==> config.mk <==
export PLATFORM = sky130hd
export DESIGN_NAME = json_structure_validator
export DESIGN_NICKNAME = d
export VERILOG_FILES = /design/src/rtl/core/jsv_pkg.sv /design/src/rtl/core/jsv_ram.sv /design/src/rtl/core/jsv_front.sv /design/src/rtl/core/jsv_queue.sv /design/src/rtl/core/jsv_back.sv /design/src/rtl/core/json_structure_validator.sv
export SDC_FILE = /design/constraint.sdc
export NUM_CORES = 1
export LEC_CHECK = 0
export ABC_AREA = 1
export CORE_ASPECT_RATIO = 2
export CORE_MARGIN = 1.5
export CORE_UTILIZATION = 65
export CTS_BUF_LIST = sky130_fd_sc_hd__clkbuf_2
export CTS_CLUSTER_SIZE = 8
export DETAILED_ROUTE_END_ITERATION = 10
export DONT_BUFFER_PORTS = 1
export HOLD_SLACK_MARGIN = 0.06
export PLACE_DENSITY = 0.87
export SYNTH_ARGS = -nofsm -noshare
export SYNTH_HDL_FRONTEND = slang
export SYNTH_SLANG_ARGS = --single-unit
==> constraint.sdc <==
create_clock -name clock -period 4.24 [get_ports clock]
set_clock_uncertainty 0.2 [all_clocks]
set_input_delay 0.636 -clock clock [delete_from_list [all_inputs] [get_ports clock]]
set_output_delay 0.636 -clock clock [all_outputs]
set_load 0.1 [all_outputs]
==> src/rtl/core/jsv_pkg.sv <==
package jsv_pkg;

   // marker bytes
   localparam logic [7:0] CH_LBRACE   = 8'h7B;
   localparam logic [7:0] CH_RBRACE   = 8'h7D;
   localparam logic [7:0] CH_LBRACKET = 8'h5B;
   localparam logic [7:0] CH_RBRACKET = 8'h5D;
   localparam logic [7:0] CH_COMMA    = 8'h2C;
   localparam logic [7:0] CH_COLON    = 8'h3A;
   localparam logic [7:0] CH_QUOTE    = 8'h22;

   typedef logic [2:0] cls_type;

   localparam cls_type CLS_OTHER    = 3'd0;
   localparam cls_type CLS_QUOTE    = 3'd1;
   localparam cls_type CLS_LBRACE   = 3'd2;
   localparam cls_type CLS_LBRACKET = 3'd3;
   localparam cls_type CLS_RBRACE   = 3'd4;
   localparam cls_type CLS_RBRACKET = 3'd5;
   localparam cls_type CLS_COMMA    = 3'd6;
   localparam cls_type CLS_COLON    = 3'd7;

   // classified request held in the queue
   typedef struct packed {
      logic    eof;
      cls_type cls;
   } item_type;

   typedef logic [3:0] state_type;

   localparam state_type ST_INIT       = 4'd0;
   localparam state_type ST_KSTR_BEGIN = 4'd1;
   localparam state_type ST_KSTR_END   = 4'd2;
   localparam state_type ST_VSTR_BEGIN = 4'd3;
   localparam state_type ST_VSTR_END   = 4'd4;
   localparam state_type ST_OBJ_INIT   = 4'd5;
   localparam state_type ST_OBJ_COLON  = 4'd6;
   localparam state_type ST_ARR_INIT   = 4'd7;
   localparam state_type ST_VALUE      = 4'd8;
   localparam state_type ST_NEXT_COMMA = 4'd9;
   localparam state_type ST_DONE       = 4'd10;
   localparam state_type ST_ERROR      = 4'd11;

   typedef logic [3:0] err_type;

   localparam err_type ERR_OK         = 4'd0;
   localparam err_type ERR_VALUE      = 4'd1;
   localparam err_type ERR_OBJECT     = 4'd2;
   localparam err_type ERR_ARRAY      = 4'd3;
   localparam err_type ERR_STRING     = 4'd4;
   localparam err_type ERR_EMPTY      = 4'd5;
   localparam err_type ERR_AFTER_DONE = 4'd6;
   localparam err_type ERR_EOF_OPEN   = 4'd7;
   localparam err_type ERR_OVERFLOW   = 4'd8;

   localparam int DEPTH_W     = 7;
   localparam int QUEUE_DEPTH = 2;

endpackage

==> src/rtl/core/jsv_ram.sv <==
module jsv_ram #(
   parameter int WIDTH = 1,
   parameter int DEPTH = 64
) (
   input  logic                     clock,
   input  logic                     wr_en,
   input  logic [$clog2(DEPTH)-1:0] wr_addr,
   input  logic [WIDTH-1:0]         wr_data,
   input  logic [$clog2(DEPTH)-1:0] rd_addr,
   output logic [WIDTH-1:0]         rd_data
);

   logic [WIDTH-1:0] mem_ff [DEPTH];
   logic [WIDTH-1:0] rd_data_ff;

   // read returns the old contents on a same-address write
   always_ff @(posedge clock) begin
      if (wr_en) begin
         mem_ff[wr_addr] <= wr_data;
      end
      rd_data_ff <= mem_ff[rd_addr];
   end

   assign rd_data = rd_data_ff;

endmodule

==> src/rtl/core/jsv_front.sv <==
module jsv_front (
   input  logic              req_tvalid,
   output logic              req_tready,
   input  logic [7:0]        req_tdata,
   input  logic              req_tlast,
   input  logic              q_full,
   output logic              q_push,
   output jsv_pkg::item_type q_item
);

   import jsv_pkg::*;

   cls_type cls;

   always_comb begin
      unique case (req_tdata)
         CH_QUOTE:    cls = CLS_QUOTE;
         CH_LBRACE:   cls = CLS_LBRACE;
         CH_LBRACKET: cls = CLS_LBRACKET;
         CH_RBRACE:   cls = CLS_RBRACE;
         CH_RBRACKET: cls = CLS_RBRACKET;
         CH_COMMA:    cls = CLS_COMMA;
         CH_COLON:    cls = CLS_COLON;
         default:     cls = CLS_OTHER;
      endcase
   end

   assign req_tready = ~q_full;
   assign q_push     = req_tvalid & ~q_full;
   assign q_item.eof = req_tlast;
   assign q_item.cls = cls;

endmodule

==> src/rtl/core/jsv_queue.sv <==
module jsv_queue (
   input  logic              clock,
   input  logic              reset,
   input  logic              push,
   input  jsv_pkg::item_type push_item,
   output logic              full,
   input  logic              pop,
   output logic              not_empty,
   output jsv_pkg::item_type pop_item
);

   import jsv_pkg::*;

   localparam int PTR_W  = $clog2(QUEUE_DEPTH);
   localparam int FILL_W = $clog2(QUEUE_DEPTH + 1);

   item_type          entry_ff [QUEUE_DEPTH];
   logic [PTR_W-1:0]  wr_ptr_ff, wr_ptr_in;
   logic [PTR_W-1:0]  rd_ptr_ff, rd_ptr_in;
   logic [FILL_W-1:0] fill_ff, fill_in;
   logic              do_push, do_pop;

   assign full      = (fill_ff == FILL_W'(QUEUE_DEPTH));
   assign not_empty = (fill_ff != '0);
   assign do_push   = push & ~full;
   assign do_pop    = pop & not_empty;
   assign pop_item  = entry_ff[rd_ptr_ff];

   always_comb begin
      wr_ptr_in = wr_ptr_ff;
      rd_ptr_in = rd_ptr_ff;
      fill_in   = fill_ff;
      if (do_push) begin
         wr_ptr_in = (wr_ptr_ff == PTR_W'(QUEUE_DEPTH - 1)) ? '0 : wr_ptr_ff + 1'b1;
      end
      if (do_pop) begin
         rd_ptr_in = (rd_ptr_ff == PTR_W'(QUEUE_DEPTH - 1)) ? '0 : rd_ptr_ff + 1'b1;
      end
      if (do_push && !do_pop) begin
         fill_in = fill_ff + 1'b1;
      end else if (do_pop && !do_push) begin
         fill_in = fill_ff - 1'b1;
      end
   end

   always_ff @(posedge clock) begin
      if (reset) begin
         wr_ptr_ff <= '0;
         rd_ptr_ff <= '0;
         fill_ff   <= '0;
      end else begin
         wr_ptr_ff <= wr_ptr_in;
         rd_ptr_ff <= rd_ptr_in;
         fill_ff   <= fill_in;
      end
   end

   always_ff @(posedge clock) begin
      if (do_push) begin
         entry_ff[wr_ptr_ff] <= push_item;
      end
   end

endmodule

==> src/rtl/core/jsv_back.sv <==
module jsv_back #(
   parameter int MAX_NESTING = 64
) (
   input  logic              clock,
   input  logic              reset,
   input  logic              q_valid,
   input  jsv_pkg::item_type q_item,
   output logic              q_pop,
   output logic              rsp_tvalid,
   input  logic              rsp_tready,
   output logic [15:0]       rsp_tdata
);

   import jsv_pkg::*;

   localparam int CNT_W  = $clog2(MAX_NESTING + 1);
   localparam int ADDR_W = $clog2(MAX_NESTING);

   state_type          state_ff, state_in;
   err_type            err_ff, err_in;
   logic [CNT_W-1:0]   count_ff, count_in;
   logic               top_ff, top_in;
   logic               fwd_sel_ff, fwd_sel_in;
   logic               fwd_val_ff, fwd_val_in;
   logic               rsp_valid_ff, rsp_valid_in;
   logic [15:0]        rsp_data_ff, rsp_data_in;

   logic               step;
   logic               do_push, do_pop, push_kind;
   err_type            code;
   logic               second;
   logic               ram_q;
   logic               ram_wr_en;
   logic [CNT_W-1:0]   wr_pos, rd_pos;
   state_type          out_state;
   logic               stack_full;

   // top of stack sits in top_ff; entries below it live in the RAM, and
   // the entry just under the top is read ahead every cycle
   assign second     = fwd_sel_ff ? fwd_val_ff : ram_q;
   assign stack_full = (count_ff >= CNT_W'(MAX_NESTING));
   assign step       = q_valid & (~rsp_valid_ff | rsp_tready);
   assign q_pop      = step;

   always_comb begin
      state_in  = state_ff;
      err_in    = err_ff;
      count_in  = count_ff;
      top_in    = top_ff;
      do_push   = 1'b0;
      do_pop    = 1'b0;
      push_kind = 1'b0;
      code      = ERR_OK;
      if (step && err_ff == ERR_OK) begin
         if (q_item.eof) begin
            if (count_ff == '0) begin
               state_in = ST_DONE;
            end else begin
               code = ERR_EOF_OPEN;
            end
         end else begin
            unique case (state_ff)
               ST_INIT, ST_OBJ_COLON, ST_ARR_INIT: begin
                  priority if (q_item.cls == CLS_QUOTE) begin
                     state_in = ST_VSTR_BEGIN;
                  end else if (q_item.cls == CLS_LBRACE ||
                               q_item.cls == CLS_LBRACKET) begin
                     if (stack_full) begin
                        code = ERR_OVERFLOW;
                     end else begin
                        do_push   = 1'b1;
                        push_kind = (q_item.cls == CLS_LBRACKET);
                        state_in  = push_kind ? ST_ARR_INIT : ST_OBJ_INIT;
                     end
                  end else if (q_item.cls == CLS_OTHER) begin
                     state_in = ST_VALUE;
                  end else if (state_ff == ST_ARR_INIT &&
                               q_item.cls == CLS_RBRACKET) begin
                     do_pop = 1'b1;
                  end else if (state_ff == ST_ARR_INIT) begin
                     code = ERR_ARRAY;
                  end else begin
                     code = ERR_VALUE;
                  end
               end
               ST_OBJ_INIT: begin
                  priority if (q_item.cls == CLS_QUOTE) begin
                     state_in = ST_KSTR_BEGIN;
                  end else if (q_item.cls == CLS_RBRACE) begin
                     do_pop = 1'b1;
                  end else begin
                     code = ERR_OBJECT;
                  end
               end
               ST_KSTR_BEGIN: begin
                  if (q_item.cls == CLS_QUOTE) begin
                     state_in = ST_KSTR_END;
                  end else begin
                     code = ERR_STRING;
                  end
               end
               ST_VSTR_BEGIN: begin
                  if (q_item.cls == CLS_QUOTE) begin
                     state_in = ST_VSTR_END;
                  end else begin
                     code = ERR_STRING;
                  end
               end
               ST_KSTR_END: begin
                  if (q_item.cls == CLS_COLON) begin
                     state_in = ST_OBJ_COLON;
                  end else begin
                     code = ERR_OBJECT;
                  end
               end
               ST_VSTR_END, ST_VALUE, ST_NEXT_COMMA: begin
                  priority if (count_ff == '0) begin
                     code = ERR_EMPTY;
                  end else if (q_item.cls == CLS_COMMA) begin
                     state_in = top_ff ? ST_ARR_INIT : ST_OBJ_INIT;
                  end else if ((q_item.cls == CLS_RBRACE && !top_ff) ||
                               (q_item.cls == CLS_RBRACKET && top_ff)) begin
                     do_pop = 1'b1;
                  end else begin
                     code = ERR_OBJECT;
                  end
               end
               default: code = ERR_AFTER_DONE;
            endcase
         end

         if (do_push) begin
            count_in = count_ff + 1'b1;
            top_in   = push_kind;
         end
         if (do_pop) begin
            count_in = (count_ff != '0) ? count_ff - 1'b1 : '0;
            state_in = (count_in == '0) ? ST_DONE : ST_NEXT_COMMA;
            top_in   = second;
         end
         if (code != ERR_OK) begin
            err_in   = code;
            state_in = ST_ERROR;
         end
      end
   end

   // old top spills into the RAM on a push; the read-ahead address is the
   // slot under the new top, so after a push the spilled value is forwarded from fwd_val_ff
   assign ram_wr_en  = do_push & (count_ff != '0);
   assign wr_pos     = count_ff - 1'b1;
   assign rd_pos     = count_in - CNT_W'(2);
   assign fwd_sel_in = do_push;
   assign fwd_val_in = do_push ? top_ff : fwd_val_ff;

   jsv_ram #(
      .WIDTH (1),
      .DEPTH (MAX_NESTING)
   ) u_stack (
      .clock   (clock),
      .wr_en   (ram_wr_en),
      .wr_addr (wr_pos[ADDR_W-1:0]),
      .wr_data (top_ff),
      .rd_addr (rd_pos[ADDR_W-1:0]),
      .rd_data (ram_q)
   );

   assign out_state = (err_in != ERR_OK) ? ST_ERROR : state_in;

   always_comb begin
      rsp_valid_in = rsp_valid_ff;
      rsp_data_in  = rsp_data_ff;
      if (step) begin
         rsp_valid_in = 1'b1;
         rsp_data_in  = {(out_state == ST_DONE), DEPTH_W'(count_in), out_state, err_in};
      end else if (rsp_tready) begin
         rsp_valid_in = 1'b0;
      end
   end

   always_ff @(posedge clock) begin
      if (reset) begin
         state_ff     <= ST_INIT;
         err_ff       <= ERR_OK;
         count_ff     <= '0;
         fwd_sel_ff   <= 1'b0;
         rsp_valid_ff <= 1'b0;
      end else begin
         state_ff     <= state_in;
         err_ff       <= err_in;
         count_ff     <= count_in;
         fwd_sel_ff   <= fwd_sel_in;
         rsp_valid_ff <= rsp_valid_in;
      end
   end

   always_ff @(posedge clock) begin
      top_ff      <= top_in;
      fwd_val_ff  <= fwd_val_in;
      rsp_data_ff <= rsp_data_in;
   end

   assign rsp_tvalid = rsp_valid_ff;
   assign rsp_tdata  = rsp_data_ff;

   a_depth_bound: assert property (@(posedge clock) disable iff (reset)
      count_ff <= CNT_W'(MAX_NESTING))
      else $error("stack depth beyond limit");

   a_error_sticks: assert property (@(posedge clock) disable iff (reset)
      err_ff != ERR_OK |=> err_ff == $past(err_ff) && $stable(count_ff))
      else $error("sticky error or depth changed after error");

   a_error_state: assert property (@(posedge clock) disable iff (reset)
      err_ff != ERR_OK |-> state_ff == ST_ERROR)
      else $error("error held without error state");

   a_idle_holds: assert property (@(posedge clock) disable iff (reset)
      !step |=> $stable(count_ff) && $stable(state_ff))
      else $error("parser state moved without a request");

   a_done_empty: assert property (@(posedge clock) disable iff (reset)
      state_ff == ST_DONE |-> count_ff == '0)
      else $error("done with open brackets");

endmodule

==> src/rtl/core/json_structure_validator.sv <==
// A request accepted at a clock edge is written into the queue at that edge; its response is
// registered when the parser steps on it, and a stall on rsp can hold that step off.
// One request per cycle while rsp is not stalled; each parser step does its stack push or pop,
// the top-of-stack register and a read-ahead port on the stack RAM keep pops at full rate,
// and stalls on rsp back up through a two-entry queue into req_tready.
// Reset (synchronous, active high) empties the queue and clears parser, stack and error.
module json_structure_validator #(
   parameter int MAX_NESTING = 64     // open objects/arrays allowed, 2..127
) (
   input  logic        clock,
   input  logic        reset,
   // request channel
   input  logic        req_tvalid,
   output logic        req_tready,
   input  logic [7:0]  req_tdata,     // [7:0] token
   input  logic        req_tlast,     // end_of_input: stream ended, token ignored
   // response channel
   output logic        rsp_tvalid,
   input  logic        rsp_tready,
   output logic [15:0] rsp_tdata      // [3:0] error_code, [7:4] parse_state,
                                      // [14:8] nesting_depth, [15] document_done
);

   import jsv_pkg::*;

   item_type fr_item;
   item_type q_item;
   logic     fr_push;
   logic     q_full;
   logic     q_not_empty;
   logic     q_pop;

   // front: accept the request and reduce the byte to a marker class
   jsv_front u_front (
      .req_tvalid (req_tvalid),
      .req_tready (req_tready),
      .req_tdata  (req_tdata),
      .req_tlast  (req_tlast),
      .q_full     (q_full),
      .q_push     (fr_push),
      .q_item     (fr_item)
   );

   // short queue decoupling acceptance from the parser
   jsv_queue u_queue (
      .clock     (clock),
      .reset     (reset),
      .push      (fr_push),
      .push_item (fr_item),
      .full      (q_full),
      .pop       (q_pop),
      .not_empty (q_not_empty),
      .pop_item  (q_item)
   );

   // back: pushdown parser, bracket stack, sticky error, response register
   jsv_back #(
      .MAX_NESTING (MAX_NESTING)
   ) u_back (
      .clock      (clock),
      .reset      (reset),
      .q_valid    (q_not_empty),
      .q_item     (q_item),
      .q_pop      (q_pop),
      .rsp_tvalid (rsp_tvalid),
      .rsp_tready (rsp_tready),
      .rsp_tdata  (rsp_tdata)
   );

endmodule

Word level (Yosys, flattened, before mapping)
Memory sizes are Yosys's and may differ from the RTL's. A register that Yosys moved wholly into a read port is not among the register bits.
Index checks and enable logic that the tools add are counted.

word-level totals
  memories kept = 2
  logic and storage cells = 164
  bits in writable memories = 72
  register bits = 39

memories
  memory                 depth  width  rd ports  clocked after memory_dff  write ports  RTL line         source
  u_back.u_stack.mem_ff  64     1      1         1                         1            jsv_ram.sv:13    logic [WIDTH-1:0] mem_ff [DEPTH];
  u_queue.entry_ff       2      4      1         1                         1            jsv_queue.sv:17  item_type entry_ff [QUEUE_DEPTH];

cells by class
  multiplexer cells = 83
  magnitude comparators = 1
  equality and inequality tests = 25
  $add $sub $neg = 7
  reductions and logical operators = 27
  bitwise gates (word level) = 8

operators with widths
  kind                 number
  $mux 4               28
  $mux 1               36
  $eq 8x7->1 const B   4
  $mux 7               4
  $eq 8x6->1 const B   3
  $pmux 4 s6           1
  $pmux 3 s7           1
  $pmux 4 s5           1
  $mux 2               9
  $eq 4x3->1 const B   4
  $logic_not 7->1      2
  $eq 3x3->1 const B   4
  $eq 4x4->1 const B   3
  $eq 4x2->1 const B   2
  $logic_not 4->1      2
  $reduce_bool 2->1    4
  $reduce_bool 4->1    2
  $add 7x1->7 const B  1
  $ge 7x7->1 const B   1
  $reduce_bool 7->1    1
  $sub 7x1->7 const B  1
  $eq 3x2->1 const B   2
  $logic_and 1x1->1    6
  $mux 3               2
  other kinds (17)     27

Logic depth before layout (Yosys ltp)
Gate-level depths: netlist of run 1.

  word-level depth = 15
  mapped depth = 22
  mapped depth without buffers = 22

Cells and area by module
A second synthesis of run 1 with hierarchy kept.

second synthesis, totals
  cell total of the unflattened synthesis = 787
  area total of the unflattened synthesis = 6,204.7 um^2

modules (own cells, without submodules)
  module     area each (um^2)  cells an instance  sequential area each (um^2)  times used
  jsv_ram    3,065.4           324                1,941.9                      1
  jsv_back   2,451.1           376                880.8                        1
  jsv_queue  529.3             49                 340.3                        1
  jsv_front  158.9             38                 0.0                          1

Least setup slack after synthesis of run 1
OpenSTA, ideal clock, no wires.

  kind = reg-to-reg
  start = register u_back.rsp_valid_ff (netlist: u_back.rsp_tvalid)
  end = register u_back.u_stack.rd_data_ff (netlist: u_back.u_stack.rd_data), read port of u_back.u_stack.mem_ff
  arrival time = 3,058 ps
  path slack = 924 ps
  required time = 3,982 ps
  stages on the path, launching flop included = 18
  cell sequence = dfxtp_1 -> nand2_1 -> o21ai_1 -> nor2_1 -> buf_4 -> buf_2 -> nand3_1 -> nand3_1 -> o21ai_2 -> inv_2 -> ha_1 -> clkbuf_1 -> inv_1 -> nand3_1 -> nand3_1 -> nand3_1 -> nand3_1 -> nand2_1

on the way
  longest elaborated chain between the ends = 6

RTL lines
  element                 RTL line         source
  from (decl)             jsv_back.sv:25   logic rsp_valid_ff, rsp_valid_in;
  from (signal assigned)  jsv_back.sv:193  rsp_valid_ff <= rsp_valid_in;
  $not 1->1               jsv_back.sv:42   assign step = q_valid & (~rsp_valid_ff | rsp_tready);
  $or 1x1->1              jsv_back.sv:42
  $and 1x1->1             jsv_back.sv:42
  $logic_and 1x1->1       jsv_back.sv:54   if (step && err_ff == ERR_OK) begin
  $mux 7                  jsv_back.sv:54
  net u_back.count_in[2]  jsv_back.sv:21   logic [CNT_W-1:0] count_ff, count_in;
  $sub 6x2->6             jsv_back.sv:152  assign rd_pos = count_in - CNT_W'(2);
  to (decl)               jsv_ram.sv:14    logic [WIDTH-1:0] rd_data_ff;

The timed path passes the listed nets, and every way through them passes these cells.
A chain may end at the register's enable or synchronous reset.

Worst setup path in the final report of run 1
  start = register u_back.count_ff[0]
  end = register u_back.u_stack.rd_data_ff (netlist: u_back.u_stack.rd_data), read port of u_back.u_stack.mem_ff

on the way
  longest elaborated chain between the ends = 11
  elaborated cells on any way between the ends = 20
  those cells by class = add/sub (3); order compare (1); mux (14); reduce/logical (2)

RTL lines
  element                 RTL line         source
  from (decl)             jsv_back.sv:21
  from (signal assigned)  jsv_back.sv:191  count_ff <= count_in;
  $ge 7x7->1              jsv_back.sv:41   assign stack_full = (count_ff >= CNT_W'(MAX_NESTING));
  $mux 1                  jsv_back.sv:68   if (stack_full) begin
  $mux 1                  jsv_back.sv:66   end else if (q_item.cls == CLS_LBRACE ||
  $mux 1                  jsv_back.sv:64   priority if (q_item.cls == CLS_QUOTE) begin
  $mux 1                  jsv_back.sv:62   unique case (state_ff)
  $mux 1                  jsv_back.sv:55   if (q_item.eof) begin
  $mux 1                  jsv_back.sv:54
  $mux 7                  jsv_back.sv:132  if (do_push) begin
  $mux 7 *                jsv_back.sv:136  if (do_pop) begin
  $mux 7 *                jsv_back.sv:54
  net u_back.count_in[2]  jsv_back.sv:21
  $sub 6x2->6 *           jsv_back.sv:152

The timed path passes the listed nets; every way through them passes the cells marked *. The select of a mux whose other input is x is not followed.

==> impl_metrics.tcl, run 1 <==
set metrics [dict create \
    intPower_mw 2.26 \
    cts_buffer_depth 2 \
    core-area_sq_mm 0.00932 \
    ant_nets 0 \
    cp.arrival_ns 4.14 \
    p_leak_nw 2.79 \
    seqPwrFrac_pct 40.9 \
    max_freq_mhz 273 \
    synth_area_sq_mm 0.00618 \
    p_sw_share_pct 54.0 \
    cp_max_fo 12 \
    crit_chain "inv_1 -> ha_1 -> nand3_1 -> nor2_1 -> nor2_1 -> nand2_1 -> nand2_4 -> nand3_4 -> nand3_1 -> o21ai_2 -> inv_2 -> ha_1 -> inv_1 -> nand3_1 -> nand3_1 -> nand3_1 -> nand3_1 -> nand2_1" \
    yosysTopAreaCell "edfxtp_1" \
    power_density_mw_per_mm2 751 \
    setup.worst_path.start_class "register" \
    fin_crit_sh_pct 86.3 \
    cts_root_buffer "clkbuf_2" \
    vias_per_cell 6.11 \
    worst_setup_path_end_kind "register" \
    p_total_mw 4.91 \
    place_congestion 0.989 \
    timing_worst_setup_path_type "reg2reg" \
    initial_core_util_pct 66.3 \
    ys.flop_type "edfxtp_1" \
    die_w_microns 71.9 \
    final_hold_viol_count 0 \
    yosysUniqueCellTypes 45 \
    rsz0062_at_grt "no" \
    htree_num_levels 4 \
    yosysWarnings 0 \
    cpPeakStageDelay_ns 0.55 \
    final_common_cell "nand2_1" \
    row_count 50 \
    maxSlewViolCount 0 \
    route.detailed.drc 0 \
    cts_resized 0 \
    drtIter0Drc 512 \
    cts_tree "built" \
    pwr-share-clk_pct 13.8 \
    postCtsSetupBuffers 0 \
    async_flop_share_pct 0 \
    fin_nets 764 \
    cts_buffers 17 \
    grt_pass1_wl_mm 25.2 \
    syn2layout_area_growth_pct 5.83 \
    clock_latency_ns 0.71 \
    cts.sinks 113 \
    switching_power_mw 2.65 \
    syn-num-nets 749 \
    hold_ws_ns 0.156 \
    worstPathRequired_ns 4.72 \
    setup_viol 0 \
    max_slew.worst_pin.slew_ns 0.922 \
    worst_slack_ns 0.579 \
    synth_edf_count 90 \
    place_ws_ns 0.721 \
    cts.reportedPaths.clkPinSlew_ns 0.20 \
    synth_seq_area_share_pct 51.2 \
    cp_common_cell "nand3_1" \
    grt_max_degree 66 \
    status "finished, final reports clean" \
    dr.pass1.iters 6 \
    dp_hpwl_mm 11.6 \
    ioPinCount 31 \
    layout_common_cells "135 x nand2_1, 121 x nor2_1, 100 x inv_1, 98 x nand3_1, 90 x edfxtp_1" \
    synth_top_cell_area_share_pct 43.8 \
    setup_tns_ns 0 \
    ys_seq_elements 113 \
    cap_viol_max_count 0 \
    synth_cells 732 \
    overflow 0 \
    antenna_found_initial 1 \
    grt_pass1_vias 5148 \
    slew_headroom_pct 38.6 \
    avgSynthCellArea_sq_um 8.44 \
    min_path_type "in2reg" \
    io_buffers 0 \
    power_frac_comb_pct 45.3 \
    critPathTopFamily "simple AND/OR/NAND/NOR gates" \
    crit_slowest_cell "nor2_1" \
    die_height_microns 141 \
    synthTopCellsByArea "edfxtp_1 44%, nand2_1 8.2%, nand3_1 7.9%, dfxtp_1 7.5%, nor2_1 7.4%" \
    dr_total_vias 5282 \
    grt_usage_pct 33.7 \
    max-vdd-ir-drop_mv 0.697 \
    drt_wl_total_mm 16.6 \
    cp.buffers_inverters 3 \
    drive_gt1_share_pct 10.4 \
    layout_min_cycle_time_ns 3.66 \
    wire_per_inst_microns 19.2 \
    dieArea_sq_mm 0.0101 \
]
## flip-flops by register name, summed over array words and instances, names as in the netlist, named ones only
name and cells:
u_back.count_ff 7, u_queue.rd_ptr_ff 1, u_queue.wr_ptr_ff 1, u_back.fwd_val_ff 1, u_back.rsp_tvalid 1, u_back.u_stack.mem_ff 64
u_back.fwd_sel_ff 1, u_back.top_ff 1, u_back.rsp_tdata 16, u_back.state_ff 4, u_queue.fill_ff 2, u_back.u_stack.rd_data 1
u_back.err_ff 4, u_queue.entry_ff 8
## layer usage
metal | global-route usage [%] | wire [microns] | part of all wire (%) | vias to the layer above
met5 | 0 | 0 | 0 | -
li1 | - | - | - | 2451
met1 | 29.9 | 5240 | 31 | 2488
met3 | 7.15 | 936 | 5.6 | 81
met2 | 63.7 | 9290 | 56 | 262
met4 | 23.4 | 1180 | 7.1 | 0
## per-stage QoR
step / utilization [%] / instance area (sq um) / cells
CTS: 70.1 / 6530 / 864
global route: 70.1 / 6540 / 865
detailed placement: 66.8 / 6220 / 823
global placement: 66.8 / 6220 / 823
finish: 70.1 / 6540 / 865
floorplan: - / 6180 / 732
## cell families (layout without fill, tap and decap cells)
| logic type | count (synthesis) | in the layout | share of synthesized area, % |
|---|---|---|---|
| AND/OR/NAND/NOR | 424 | 424 | 33.0 |
| AO/OA/AOI/OAI | 53 | 53 | 5.04 |
| flip-flops | 113 | 113 | 51.2 |
| multiplexers | 1 | 1 | 0.162 |
| other | 0 | 1 | 0 |
| adder cells (fa/ha/maj) | 4 | 4 | 0.810 |
| XOR/XNOR | 7 | 7 | 0.993 |
| buffers and inverters | 130 | 158 | 8.79 |
## timing repair
action	4_1_cts	5_1_grt
hold buffers	9	0
endpoints found under the hold margin	30	0
endpoints found under the setup margin	0	0
## path summary, 6_finish.rpt
check                                        start                endpoint  slack [ns]  cells past startpoint
worst max-delay path            u_back.count_ff[0]  u_back.u_stack.rd_data        0.58                     18
worst min-delay path                  req_tdata[3]  u_queue.entry_ff[1][1]        0.16                      4
worst max register to register  u_back.count_ff[0]  u_back.u_stack.rd_data        0.58                     18
worst min register to register    u_back.err_ff[1]        u_back.err_ff[1]        0.31                      2
## cell usage after synthesis (2+ instances only)
library cell,instances
nand2_4,3
nand2_2,8
dfxtp_1,23
o21ai_2,2
clkbuf_1,5
nand3b_1,24
buf_2,5
nor2_8,2
nor4_1,2
nand3_1,98
o31ai_1,2
o2111ai_1,2
buf_4,5
nor3_1,8
ha_1,4
nor2_2,5
nand2_1,135
nand2_8,2
o21ai_1,2
nand4_1,6
buf_6,4
o22ai_1,3
nand3_4,2
inv_2,10
o21ai_0,15
a21oi_1,18
o21a_1,2
o211ai_1,3
nor2_1,121
nand3_2,2
inv_1,100
edfxtp_1,90
xor2_1,7
## power by group through the flow
| stage | Clock [mW] | Combinational (mW) | Sequential (mW) |
|---|---|---|---|
| floorplan | 0 | 1.65 | 2.02 |
| global placement | 0 | 2.08 | 2.03 |
| detailed placement | 0 | 2.14 | 2.03 |
| CTS | 0.675 | 2.16 | 2.01 |
| global route | 0.717 | 2.42 | 2.02 |
| finish | 0.678 | 2.23 | 2.01 |
## worst reg2reg max path, cell delays in order (launching register included)
cell and delay (ns):
dfxtp_1 0.39, inv_1 0.13, ha_1 0.22, nand3_1 0.15
nor2_1 0.55, nor2_1 0.11, nand2_1 0.12, nand2_4 0.09
nand3_4 0.17, nand3_1 0.12, o21ai_2 0.09, inv_2 0.08
ha_1 0.49, inv_1 0.23, nand3_1 0.14, nand3_1 0.09
nand3_1 0.10, nand3_1 0.09, nand2_1 0.09
## final cells by class
cell class,instances,area (sq um)
antenna,1,2.50
clock buffer,17,85.1
clock inverter,15,134
fill,771,2790
inverter,111,417
multi-input combinational,489,2470
sequential,113,3160
tap,104,130
timing repair buffer,15,135
Power figures use the tool's default switching activity.
==> run 2, diff against run 1 <==
- ABC_AREA: 1 -> unset
==> impl_metrics.tcl, run 2 <==
set metrics [dict create \
    status "finished, final reports clean" \
    pwr-share-clk_pct 19.3 \
    final_common_cell "nor2_1" \
    drtIter0Drc 274 \
    die_height_microns 138 \
    synthTopCellsByCount "105 x nor2_1, 90 x edfxtp_1, 40 x mux2i_1" \
    cp.buffers_inverters 1 \
    setup_viol 0 \
    async_flop_share_pct 0 \
    ys.flop_type "edfxtp_1" \
    wl_met3_microns 680 \
    final_hold_viol_count 0 \
    worst_setup_path_end_kind "register" \
    overflow 0 \
    dr.pass1.iters 5 \
    critPathTopFamily "simple AND/OR/NAND/NOR gates" \
    cts.reportedPaths.clkPinSlew_ns 0.16 \
    place_congestion 1.04 \
    htree_num_levels 4 \
    vias_per_cell 6.48 \
    cts_buffer_depth 2 \
    synth_top_cell_area_share_pct 45.4 \
    synth_seq_area_share_pct 53.1 \
    switching_power_mw 2.13 \
    cts.sinks 113 \
    fin_crit_sh_pct 93.7 \
    maxSlewViolCount 0 \
    dr_total_vias 4449 \
    synth_most_common_cell "nor2_1" \
    syn-num-nets 566 \
    ant_nets 0 \
    avgSynthCellArea_sq_um 10.8 \
    max-vdd-ir-drop_mv 0.428 \
    largest_reg_flops 64 \
    syn2layout_area_growth_pct 9.20 \
    dp_hpwl_mm 10.7 \
    crit_chain "inv_1 -> ha_1 -> nor3b_2 -> and2_1 -> o32ai_2 -> a41oi_1 -> or3_1 -> and2_1 -> ha_1 -> xnor2_4 -> mux4_2 -> o211ai_1 -> o22ai_1 -> a31oi_1" \
    grt_max_degree 67 \
    dp.cells 650 \
    stdcell_count 687 \
    crit_slowest_cell "dfxtp_1" \
    grt_pass1_wl_mm 22.8 \
    dieArea_sq_mm 0.00978 \
    max_slew.worst_pin.slew_ns 1.02 \
    top_register "u_back.u_stack.mem_ff" \
    grt_pass1_vias 4336 \
    setup_tns_ns 0 \
    wire_per_inst_microns 21.2 \
    grt_usage_pct 31.2 \
    setup.worst_path.start_class "register" \
    drive_gt1_share_pct 14.2 \
    route.detailed.drc 0 \
    slew_headroom_pct 32.3 \
    synthTopCellsByArea "edfxtp_1 45%, dfxtp_1 7.7%, mux2i_1 6.7%, nor2_1 6.6%, nand2_1 2.3%" \
    cpPeakStageDelay_ns 0.50 \
    layout_min_cycle_time_ns 3.97 \
    timing_worst_setup_path_type "reg2reg" \
    cts_tree "built" \
    ys_seq_elements 113 \
    intPower_mw 2.58 \
    cp.arrival_ns 4.36 \
    power_density_mw_per_mm2 724 \
    synth_cells 549 \
    fin_nets 588 \
    yosysTopAreaCell "edfxtp_1" \
    p_sw_share_pct 45.2 \
    cts_root_buffer "clkbuf_2" \
    antenna_found_initial 1 \
    yosysWarnings 0 \
    wl_met1_mm 4.59 \
    top_layer_used "met4" \
    power_frac_comb_pct 38.5 \
    ioPinCount 31 \
    die_w_microns 70.7 \
    io_buffers 0 \
    seqPwrFrac_pct 42.2 \
    synth_area_sq_mm 0.00595 \
    worstPathRequired_ns 4.62 \
    clock_latency_ns 0.65 \
    max_freq_mhz 252 \
    initial_core_util_pct 66.5 \
    cts_buffers 17 \
    p_leak_nw 2.44 \
    layout_common_cells "105 x nor2_1, 90 x edfxtp_1, 40 x mux2i_1, 37 x nand2_1, 23 x dfxtp_1" \
    min_path_type "in2reg" \
    postCtsSetupBuffers 0 \
    rsz0062_at_grt "no" \
    cap_viol_max_count 0 \
    yosysUniqueCellTypes 70 \
    synth_edf_count 90 \
    wl_met2_mm 7.99 \
    drt_wl_total_mm 14.5 \
    core-area_sq_mm 0.00895 \
    row_count 49 \
    cp_max_fo 10 \
]
[run 2: cell types whose count changed after synthesis, moves of 9 or more]
| cell | before | now |
|---|---|---|
| nand2_1 | 135 | 37 |
| nand3_1 | 98 | 8 |
| inv_1 | 100 | 18 |
| mux2i_1 | 1 | 40 |
| nand3b_1 | 24 | 2 |
| nor2_1 | 121 | 105 |
| xnor2_1 | 0 | 13 |
| nor3_1 | 8 | 18 |
| inv_2 | 10 | 1 |
| nand2b_1 | 0 | 9 |
[run 2: layer usage]
metal  up-vias  global-route usage [%]
li1       2079                       -
met1      2110                    30.5
met2       190                    54.5
met3        70                    5.90
met4         0                    25.7
met5         -                       0
[run 2: power groups by stage]
| stage | logic [mW] | clock network, mW | registers [mW] |
|---|---|---|---|
| finish | 1.81 | 0.908 | 1.99 |
| CTS | 1.79 | 0.915 | 1.99 |
| global placement | 1.74 | 0 | 2.01 |
| global route | 1.95 | 0.962 | 2.00 |
| floorplan | 1.35 | 0 | 1.99 |
| detailed placement | 1.77 | 0 | 2.01 |
[run 2: cell families after synthesis]
| group | share of synthesized area [%] |
|---|---|
| AND/OR/NAND/NOR | 17.8 |
| flip-flops | 53.1 |
| AO/OA/AOI/OAI | 11.5 |
| multiplexers | 10.3 |
| buffers and inverters | 3.21 |
| XOR/XNOR | 3.22 |
| adder cells (fa/ha/maj) | 0.841 |
[run 2: worst register-to-register path: cells and delay by family (launching register included)]
| family | cells | cell delay [ns] |
|---|---|---|
| buf+inv | 1 | 0.15 |
| mux | 1 | 0.35 |
| simple gates | 4 | 0.98 |
| fa+ha+maj | 2 | 0.50 |
| compound gates | 5 | 0.90 |
| flops | 1 | 0.50 |
| xor+xnor | 1 | 0.34 |
[run 2: layout make-up]
class	count	area [sq um]
timing repair buffer	25	210
clock inverter	11	210
antenna	1	2.50
inverter	19	71.3
tap	102	128
fill	633	2450
multi-input combinational	395	2610
clock buffer	21	105
sequential	113	3160
[run 2: worst paths after layout]
path	start	cells after the start	to	slack [ns]
min	req_tdata[4]	2	u_queue.entry_ff[0][2]	0.12
max	u_back.count_ff[0]	14	u_back.u_stack.rd_data	0.27
min reg2reg	u_queue.fill_ff[1]	2	u_back.rsp_tvalid	0.34
max reg2reg	u_back.count_ff[0]	14	u_back.u_stack.rd_data	0.27
[run 2: timing repair]
item	4_1_cts	5_1_grt
resized for setup	0	1
hold buffers	4	0
endpoints found under the hold margin	24	0
endpoints found under the setup margin	0	1
[run 2: stage by stage]
step / util, % / total power, mW / hold slack (ns) / area, sq um / worst slack [ns]
2_1_floorplan: - / 3.34 / 0.280 / 5950 / 0.235
3_3_place_gp: 68.5 / 3.75 / 0.286 / 6130 / 0.347
3_5_place_dp: 68.5 / 3.78 / 0.311 / 6130 / 0.221
4_1_cts: 72.5 / 4.69 / 0.0930 / 6490 / 0.204
5_1_grt: 72.6 / 4.92 / 0.0628 / 6500 / 0.00569
6_report: 72.6 / 4.71 / 0.123 / 6500 / 0.266
==> run 3, diff against run 2 <==
- CORE_ASPECT_RATIO: 2 -> 0.8
==> impl_metrics.tcl, run 3 (synthesis results as in run 2) <==
set metrics [dict create \
    fill_cells 631 \
    maxSlewViolCount 0 \
    clock_latency_ns 0.67 \
    crit_slowest_cell "o311ai_2" \
    timing_worst_setup_path_type "reg2reg" \
    largest_reg_flops 64 \
    cpPeakStageDelay_ns 0.43 \
    multi_input_area_sq_mm 0.00261 \
    cts_root_buffer "clkbuf_2" \
    antennaDiodeCount 0 \
    crit_cells 14 \
    crit_chain "inv_1 -> ha_1 -> nor3b_2 -> and2_1 -> o32a_1 -> nor2_4 -> o311ai_2 -> inv_2 -> ha_1 -> xnor2_4 -> mux4_2 -> o211ai_1 -> o22ai_1 -> a31oi_1" \
    cp_common_cell "ha_1" \
    drt_wl_total_mm 14.1 \
    grt_max_degree 69 \
    slew_headroom_pct 37.8 \
    dieArea_sq_mm 0.00975 \
    max_freq_mhz 248 \
    setup_tns_ns 0 \
    critPathTopFamily "compound AO/OA/AOI/OAI gates" \
    power_density_mw_per_mm2 690 \
    regArea_sq_mm 0.00316 \
    rr_startpoint "u_back.count_ff[1]" \
    max_slew.worst_pin.slew_ns 0.929 \
    cts.reportedPaths.clkPinSlew_ns 0.17 \
    initial_core_util_pct 66.5 \
    ant_nets 0 \
    wire_per_inst_microns 20.2 \
    min_path_type "in2reg" \
    cts.sinks 113 \
    cp.arrival_ns 4.43 \
    worstSetupStartpoint "u_back.count_ff[1]" \
    post-route-util_pct 71.7 \
    status "finished, final reports clean" \
    rsz0062_at_grt "no" \
    worst_setup_path_end_kind "register" \
    overflow 0 \
    fin_nets 590 \
    antenna_found_initial 0 \
    route.detailed.drc 0 \
    core-area_sq_mm 0.00896 \
    max-vdd-ir-drop_mv 0.697 \
    postCtsSetupBuffers 0 \
    cp_max_fo 10 \
    dr_total_vias 4630 \
    cts_buffer_depth 2 \
    dp_hpwl_mm 9.91 \
    layout_common_cells "105 x nor2_1, 90 x edfxtp_1, 40 x mux2i_1, 37 x nand2_1, 22 x dfxtp_1" \
    top_register "u_back.u_stack.mem_ff" \
    syn2layout_area_growth_pct 7.86 \
    setup.worst_path.start_class "register" \
    die_height_microns 88.6 \
    r2r_cells 14 \
    grt_usage_pct 30.8 \
    drtIter0Drc 633 \
    vias_per_cell 6.60 \
    final_hold_viol_count 0 \
    worst_r2r_endpoint "u_back.u_stack.rd_data" \
    cap_viol_max_count 0 \
    cp-endpoint "u_back.u_stack.rd_data" \
    setup_viol 0 \
    io_buffers 0 \
    cts_buffers 17 \
    cp.buffers_inverters 2 \
    layout_min_cycle_time_ns 4.03 \
    reg2reg_slack_ns 0.21 \
    row_count 31 \
    final_common_cell "nor2_1" \
    cts_tree "built" \
    htree_num_levels 4 \
    fin_crit_sh_pct 95.0 \
    die_w_microns 110 \
    grt_pass1_vias 4274 \
    drive_gt1_share_pct 13.8 \
    p_leak_nw 2.38 \
    place_congestion 1.01 \
    dr.pass1.iters 7 \
    grt_pass1_wl_mm 21.9 \
    worstPathRequired_ns 4.65 \
    ioPinCount 31 \
]
run 3: cell types whose count changed in the layout (fill, tap and decap cells not counted):
| cell | previous run | this run |
|---|---|---|
| clkinv_2 | 2 | 4 |
| dfxtp_1 | 23 | 22 |
| buf_4 | 20 | 18 |
| clkinv_1 | 1 | 2 |
| diode_2 | 1 | 0 |
| clkbuf_2 | 21 | 20 |
| clkinv_4 | 1 | 0 |
| dfxtp_2 | 0 | 1 |
| bufinv_16 | 6 | 1 |
| clkinvlp_4 | 1 | 5 |
| dlygate4sd3_1 | 4 | 8 |
run 3: repair_timing:
| item | CTS | global route |
|---|---|---|
| endpoints found under the hold margin | 30 | 2 |
| gates resized for setup | 0 | 2 |
| hold buffers | 6 | 2 |
| endpoints found under the setup margin | 0 | 1 |
run 3: worst min path at each step:
stage	startpoint	end	slack (ns)	depth (start not counted)
after CTS	req_tdata[5]	u_queue.entry_ff[0][0]	0.06	2
after global placement	u_queue.fill_ff[1]	u_queue.fill_ff[1]	0.29	2
after detailed placement	u_queue.rd_ptr_ff	u_queue.rd_ptr_ff	0.31	2
final	req_tdata[2]	u_queue.entry_ff[1][2]	0.13	2
after global routing	req_tdata[2]	u_queue.entry_ff[1][2]	0.08	2
after floorplan	u_queue.fill_ff[1]	u_queue.fill_ff[1]	0.28	2
run 3: per-stage QoR:
stage	hold slack, ns	area (sq um)	total power, mW	instances	setup slack (ns)
3_5_place_dp	0.312	6130	3.76	661	0.171
6_report	0.130	6420	4.43	701	0.213
5_1_grt	0.0761	6420	4.63	701	0.0674
2_1_floorplan	0.280	5950	3.34	549	0.235
3_3_place_gp	0.286	6130	3.71	661	0.442
4_1_cts	0.0620	6390	4.38	699	0.131
run 3: worst reg2reg max path, cell delays in order (launching register included):
cell and delay [ns]:
dfxtp_1 0.37, inv_1 0.13, ha_1 0.29, nor3b_2 0.34
and2_1 0.29, o32a_1 0.26, nor2_4 0.08, o311ai_2 0.43
inv_2 0.08, ha_1 0.29, xnor2_4 0.37, mux4_2 0.36
o211ai_1 0.21, o22ai_1 0.13, a31oi_1 0.16
run 3: final cells by class:
type / instances / area share, %
repair buffers: 27 / 3.66
multi-input cells: 395 / 40.7
clock inverters: 12 / 1.48
well taps: 115 / 2.24
inverters: 19 / 1.11
clock buffers: 20 / 1.56
flip-flops and latches: 113 / 49.3
run 3: metal layers:
metal / share of wire [%] / GRT usage, % / vias to the layer above
met4: 1.3 / 10.0 / 0
met2: 45 / 45.6 / 325
met5: 0 / 0 / -
li1: - / - / 2075
met1: 41 / 44.0 / 2195
met3: 13 / 8.98 / 35
run 3: where the power goes:
part	internal (mW)	switching, mW	leakage (nW)
sequential	1.39	0.604	1.02
combinational	0.681	1.14	1.25
clock	0.208	0.406	0.117
